$ cat src/sv/iss_pkg.sv
`default_nettype none
package iss_pkg;

  localparam int CAPACITY = 16;
  localparam int CNT_W    = $clog2(CAPACITY + 1);
  localparam int POS_W    = 4;
  localparam int CMP_W    = (CNT_W > POS_W) ? CNT_W : POS_W;
  localparam int DATA_W   = 32;

  localparam logic [1:0] CMD_INSERT = 2'd0;
  localparam logic [1:0] CMD_DELETE = 2'd1;
  localparam logic [1:0] CMD_QUERY  = 2'd2;
  localparam logic [1:0] CMD_CLEAR  = 2'd3;

  localparam logic [1:0] ST_OK   = 2'd0;
  localparam logic [1:0] ST_FULL = 2'd1;
  localparam logic [1:0] ST_POS  = 2'd2;

  typedef logic signed [DATA_W-1:0] data_t;

  // per-cell update controls
  typedef struct packed {
    logic load;
    logic shift;
    logic valid;
  } iss_ctl_t;

  // running min/max handed down the chain
  typedef struct packed {
    logic  have;
    data_t mn;
    data_t mx;
  } iss_run_t;

endpackage
`default_nettype wire

$ cat src/sv/iss_cell.sv
`default_nettype none
module iss_cell import iss_pkg::*; (
  input  wire logic     clk,
  input  wire iss_ctl_t ctl,
  input  wire data_t    in_value,
  input  wire data_t    next_elem,
  input  wire iss_run_t run_in,
  output data_t         elem,
  output logic          match,
  output iss_run_t      run_out
);

  data_t    elem_r, elem_nxt;
  iss_run_t run_r, run_nxt;

  // load a new entry, or take the upper neighbor's entry on a delete
  always_comb begin
    elem_nxt = elem_r;
    if (ctl.load) begin
      elem_nxt = in_value;
    end else if (ctl.shift) begin
      elem_nxt = next_elem;
    end
  end

  // fold this entry into the running min/max, or pass it through
  always_comb begin
    run_nxt = run_in;
    if (ctl.valid) begin
      if (run_in.have) begin
        run_nxt.mn = (elem_r < run_in.mn) ? elem_r : run_in.mn;
        run_nxt.mx = (elem_r > run_in.mx) ? elem_r : run_in.mx;
      end else begin
        run_nxt.have = 1'b1;
        run_nxt.mn   = elem_r;
        run_nxt.mx   = elem_r;
      end
    end
  end

  always_ff @(posedge clk) begin
    elem_r <= elem_nxt;
    run_r  <= run_nxt;
  end

  assign elem    = elem_r;
  assign match   = ctl.valid && (elem_r == in_value);
  assign run_out = run_r;

endmodule
`default_nettype wire

$ cat src/sv/integer_set_store.sv
`default_nettype none
// Result: strobed once the sweep counter, loaded at the edge that takes a command,
//   has counted down to zero, giving the min/max time to ripple down the cell chain.
// Commands: a new command is taken in the cycle the previous result is strobed, not before.
// Reset: synchronous active-low rst_n empties the set and idles the block; entries
//   are not cleared. Results cannot be stalled by the receiver.
module integer_set_store import iss_pkg::*; (
  input  wire logic              clk,
  input  wire logic              rst_n,
  input  wire logic              start,
  output logic                   busy,
  input  wire logic [1:0]        in_cmd,
  input  wire logic signed [31:0] in_value,
  input  wire logic [POS_W-1:0]  in_position,
  output logic                   out_strobe,
  output logic                   out_found,
  output logic [4:0]             out_count,
  output logic signed [31:0]     out_min_value,
  output logic signed [31:0]     out_max_value,
  output logic [1:0]             out_status
);

  localparam logic ST_IDLE  = 1'b0;
  localparam logic ST_SWEEP = 1'b1;

  logic             state_r, state_nxt;
  logic [CNT_W-1:0] sweep_r, sweep_nxt;
  logic [CNT_W-1:0] count_r, count_nxt;
  logic             found_r, found_nxt;
  logic [1:0]       status_r, status_nxt;

  logic accept;
  logic hit;
  logic ins_ok;
  logic del_ok;

  iss_ctl_t         ctl_w  [CAPACITY];
  logic [CAPACITY-1:0] match_w;
  data_t            elem_w [CAPACITY+1];
  iss_run_t         run_w  [CAPACITY+1];
  logic [CNT_W+4:0] count_ext;

  // the block takes a word whenever no result is pending
  assign busy   = (state_r == ST_SWEEP) && (sweep_r != '0);
  assign accept = start && !busy;

  // membership from every cell at once
  assign hit    = |match_w;
  assign ins_ok = (in_cmd == CMD_INSERT) && !hit && (count_r != CNT_W'(CAPACITY));
  assign del_ok = (in_cmd == CMD_DELETE) &&
                  (CMP_W'(in_position) < CMP_W'(count_r));

  // head and tail of the chain
  assign run_w[0]         = '{have: 1'b0, mn: '0, mx: '0};
  assign elem_w[CAPACITY] = '0;

  for (genvar i = 0; i < CAPACITY; i++) begin : g_cell
    assign ctl_w[i].valid = CNT_W'(i) < count_r;
    assign ctl_w[i].load  = accept && ins_ok && (CNT_W'(i) == count_r);
    assign ctl_w[i].shift = accept && del_ok && (CMP_W'(i) >= CMP_W'(in_position));

    iss_cell u_cell (
      .clk       (clk),
      .ctl       (ctl_w[i]),
      .in_value  (in_value),
      .next_elem (elem_w[i+1]),
      .run_in    (run_w[i]),
      .elem      (elem_w[i]),
      .match     (match_w[i]),
      .run_out   (run_w[i+1])
    );
  end

  // sweep countdown, command decode: set count, latch flag and status, restart the sweep
  always_comb begin
    state_nxt  = state_r;
    sweep_nxt  = sweep_r;
    count_nxt  = count_r;
    found_nxt  = found_r;
    status_nxt = status_r;
    if (state_r == ST_SWEEP && sweep_r != '0) begin
      sweep_nxt = sweep_r - 1'b1;
    end else if (state_r == ST_SWEEP) begin
      state_nxt = ST_IDLE;
    end
    if (accept) begin
      state_nxt  = ST_SWEEP;
      sweep_nxt  = CNT_W'(CAPACITY);
      found_nxt  = 1'b0;
      status_nxt = ST_OK;
      case (in_cmd)
        CMD_INSERT: begin
          found_nxt = hit;
          if (ins_ok) begin
            count_nxt = count_r + 1'b1;
          end else if (!hit) begin
            status_nxt = ST_FULL;
          end
        end
        CMD_DELETE: begin
          if (del_ok) begin
            count_nxt = count_r - 1'b1;
          end else begin
            status_nxt = ST_POS;
          end
        end
        CMD_QUERY: begin
          found_nxt = hit;
        end
        CMD_CLEAR: begin
          count_nxt = '0;
        end
        default: begin
          count_nxt = count_r;
        end
      endcase
    end
  end

  always_ff @(posedge clk) begin
    if (!rst_n) begin
      state_r <= ST_IDLE;
      sweep_r <= '0;
      count_r <= '0;
    end else begin
      state_r <= state_nxt;
      sweep_r <= sweep_nxt;
      count_r <= count_nxt;
    end
  end

  always_ff @(posedge clk) begin
    found_r  <= found_nxt;
    status_r <= status_nxt;
  end

  // the last cell holds min/max of the whole set once the sweep has run out
  assign count_ext     = {5'b0, count_r};
  assign out_strobe    = (state_r == ST_SWEEP) && (sweep_r == '0);
  assign out_found     = found_r;
  assign out_count     = count_ext[4:0];
  assign out_status    = status_r;
  assign out_min_value = run_w[CAPACITY].have ? run_w[CAPACITY].mn : '0;
  assign out_max_value = run_w[CAPACITY].have ? run_w[CAPACITY].mx : '0;

  a_count_bound: assert property (@(posedge clk) disable iff (!rst_n)
    count_r <= CNT_W'(CAPACITY))
    else $error("entry count above capacity");

  a_accept_busy: assert property (@(posedge clk) disable iff (!rst_n)
    accept |=> busy && !out_strobe)
    else $error("no sweep after accepted word");

  a_full_count: assert property (@(posedge clk) disable iff (!rst_n)
    out_strobe && out_status == ST_FULL |-> count_r == CNT_W'(CAPACITY) && !out_found)
    else $error("full status with room left");

  a_found_ok: assert property (@(posedge clk) disable iff (!rst_n)
    out_strobe && out_found |-> out_status == ST_OK)
    else $error("found flag with error status");

  a_empty_zero: assert property (@(posedge clk) disable iff (!rst_n)
    out_strobe && count_r == '0 |-> out_min_value == '0 && out_max_value == '0)
    else $error("empty set reports nonzero min/max");

endmodule
`default_nettype wire

$ cat config.mk
export PLATFORM = sky130hd
export DESIGN_NAME = integer_set_store
export DESIGN_NICKNAME = d
export VERILOG_FILES = /design/src/sv/iss_pkg.sv /design/src/sv/iss_cell.sv /design/src/sv/integer_set_store.sv
export SDC_FILE = /design/constraint.sdc
export NUM_CORES = 2
export LEC_CHECK = 0
export BUFFER_PORTS_ARGS = -buffer_cell sky130_fd_sc_hd__buf_2
export CAP_MARGIN = 20
export CELL_PAD_IN_SITES_DETAIL_PLACEMENT = 1
export CELL_PAD_IN_SITES_GLOBAL_PLACEMENT = 1
export CORE_MARGIN = 1
export CORE_UTILIZATION = 40
export CTS_CLUSTER_SIZE = 28
export DETAILED_ROUTE_END_ITERATION = 10
export PLACE_DENSITY_LB_ADDON = 0.1
export REMOVE_ABC_BUFFERS = 1
export SETUP_SLACK_MARGIN = 0.3
export SYNTH_ARGS = -nofsm -noshare
export SYNTH_HDL_FRONTEND = slang
export SYNTH_SLANG_ARGS = --single-unit
$ cat constraint.sdc
create_clock -name clk -period 5.9 [get_ports clk]
set_clock_uncertainty 0.1 [all_clocks]
set_input_delay 0.885 -clock clk [delete_from_list [all_inputs] [get_ports clk]]
set_output_delay 0.885 -clock clk [all_outputs]
set_load 0.05 [all_outputs]
==> results.cfg <==
[place]
routabilityCongestion = 0.938
port_buffers = 114
pre_cts_ws_ns = 0.145
dpl.hpwl_um = 285000
placed_area_mm2 = 0.0982
dp_cells = 11900

[clock_network]
clkSlewWorstSetupHoldPaths_ns = 0.06
hold_buffers = 0
clock_sinks = 1534
clk_latency_ns = 0.86
post_cts_buffers = 0
cts-resized-gates = 0
cts_tree = done
cts_max_path_buffers = 3
cts_buffers = 180
root_buffer = clkbuf_16
cts_max_level = 4

[critical_path]
crit_slowest_cell = xor2_1
r2r_slack_ns = 0.86
worstPathRequired_ns = 6.38
cpPeakStageDelay_ns = 0.79
crit_type = reg2reg
crit_chain = xor2_1 > nor4_1 > nand4_1 > nor4_1 > buf_4 > nor4_1 > buf_4 > nand4_1 > nor4bb_4 > buf_12 > and3_2 > buf_4 > mux2_2
timing.rr.start = g_cell[11].u_cell.elem[25]
end_kind = flip-flop
crit_path_start_kind = flip-flop
path_max_fanout = 32
path_buf_inv = 4
arrival_ns = 5.52
crit_start = g_cell[11].u_cell.elem[25]
crit_family = simple AND/OR/NAND/NOR gates

[floorplanning]
top_level_ports = 115
rows = 176
coreArea_mm2 = 0.231
die_h_um = 484
dieArea_mm2 = 0.235
die-width_um = 484
initial_core_util = 0.404

[power_and_ir_drop]
power.share.switching = 0.400
vdd_drop_max_mv = 0.283
cellPowerDensity_mw_per_mm2 = 462
p_int_mw = 29.0
pwr-share-seq = 0.374
switchingPower_mw = 19.3
total_power_mw = 48.3
leakage_nw = 44.8
pwr-share-comb = 0.382
clkPwrFrac = 0.244

[route]
viasPerCell = 5.93
vias = 72900
wirelength_um = 375000
postRouteAntennaNets = 0
drcViolationCount = 0
firstDrtPassIters = 6
drt_iter0_drc = 5969
drt-wirelength-per-cell_um = 30.5

[yosys]
yosys_warnings = 0
ys.flop_type = dfxtp_1
synthArstFlopShare = 0
netlist_instances = 9031
synth-seq-cells = 1534
syn-cell-area_mm2 = 0.0930
avgSynthCellArea_um2 = 10.3
yosysSeqAreaShare = 0.386
synth-edff-count = 515
synth_cell_types = 85

[run]
max-cap-violations = 0

[sta]
max_freq_mhz = 198
tns_ns = 0
min_period_over_period = 0.855
worstMarginPinSlew_ns = 1.14
final_hold_viol_count = 0
finalCriticalPeriod_ns = 5.04
whs_ns = 0.287
final-setup-viol-count = 0
finalWorstSetupSlack_ns = 0.856
maxSlewViolCount = 0
rsz0062_at_grt = false
slew_headroom = 0.227

[global_route]
antenna_found_initial = 46
grt_pass1_wl_um = 536000
grt_pass1_vias = 74800
grt.total_usage = 0.312
grt-ovfl-total = 0
grt_max_degree = 130

[outcome]
status = finished clean

[cells_and_area]
mostFrequentLayoutCell = mux2_2
n_fill_cell = 25000
layout-drive-gt1-share = 0.219
fin_area_mm2 = 0.105
nets = 10100
area_delta_synth_final_pct = 12.5
final_cell_mix = mux2_2 (1,133), dfxtp_1 (1,012), inv_1 (955), ha_1 (922), edfxtp_1 (515)
fin_cells = 12300
utilization = 0.454

[min_path]
hp-class = in2reg
holdCritStartpoint = start
==> kinds of logic after synthesis <==
| kind of cell | count (synthesis) | share of synthesized area |
|---|---|---|
| adders and majority gates | 924 | 0.124 |
| xor gates and xnor gates | 521 | 0.0490 |
| and+or+nand+nor | 1977 | 0.128 |
| buffers and inverters | 1461 | 0.0628 |
| muxes | 1252 | 0.156 |
| DFF | 1534 | 0.386 |
| AOI/OAI and AO/OA | 1362 | 0.0942 |
==> synthesized netlist by cell type (all sizes together) (21+ instances only) <==
| cell | count | area, µm² |
|---|---|---|
| mux2 | 1249 | 14500 |
| dfxtp | 1019 | 20400 |
| inv | 956 | 3590 |
| ha | 924 | 11600 |
| edfxtp | 515 | 15500 |
| nand4 | 401 | 2560 |
| a21o | 393 | 2950 |
| nand3 | 384 | 1960 |
| o21ai | 343 | 1720 |
| clkbuf | 323 | 1220 |
| xnor2 | 265 | 2320 |
| xor2 | 256 | 2240 |
| nand3b | 254 | 1910 |
| a21oi | 250 | 1250 |
| buf | 182 | 1040 |
| nor2 | 155 | 582 |
| a31oi | 142 | 888 |
| and2 | 138 | 863 |
| nand2 | 128 | 480 |
| nor4 | 85 | 532 |
| nor3b | 75 | 563 |
| and3 | 69 | 432 |
| o2111ai | 65 | 569 |
| nand2b | 59 | 369 |
| nor2b | 47 | 294 |
| nor3 | 46 | 241 |
| o21a | 33 | 248 |
| and4 | 30 | 263 |
| or4 | 23 | 173 |
| nor4b | 21 | 184 |
==> power by group through the flow <==
| stage | registers [mW] | logic [mW] | clock network, mW |
|---|---|---|---|
| after detailed placement | 18.3 | 18.2 | 0 |
| after CTS | 18.1 | 18.4 | 12.0 |
| after global placement | 18.3 | 17.4 | 0 |
| after global routing | 18.3 | 20.3 | 12.4 |
| after floorplan | 16.1 | 12.5 | 0 |
| final | 18.1 | 18.5 | 11.8 |
==> state kept, by name, summed over array words and instances, names as in the netlist <==
register and count:
sweep_r 5, g_cell.u_cell.run_out 1008, g_cell.u_cell.elem 512, state_r 1, out_found 1, out_status 2, out_count 5
==> per-layer routing <==
metal,track usage,vias to the layer above,routed length (µm)
li1,-,32700,-
met1,0.408,37300,161000
met2,0.529,2291,179000
met3,0.0344,601,20200
met4,0.116,4,14400
met5,0,-,29
==> final timing paths <==
check | end | depth (start not counted)
worst max-delay path | g_cell[3].u_cell.elem[0] | 13
worst min-delay path | state_r | 3
worst max register to register | g_cell[3].u_cell.elem[0] | 13
worst min register to register | g_cell[2].u_cell.run_out[7] | 1
==> worst min-delay path: stages <==
cell,delay (ns)
buf_2,0.11
nor2_1,0.09
nor2b_1,0.11
==> area by class of cell <==
cell class | count | area, µm² | area share
antenna | 19 | 47.5 | 0.000454
clock buffer | 256 | 5270 | 0.0504
clock inverter | 77 | 928 | 0.00887
inverter | 956 | 3590 | 0.0343
multi-input combinational | 6036 | 51800 | 0.496
sequential | 1534 | 35900 | 0.343
tap | 3026 | 3790 | 0.0362
timing repair buffer | 384 | 3290 | 0.0314
No activity file was read; power rests on OpenSTA's default activity.
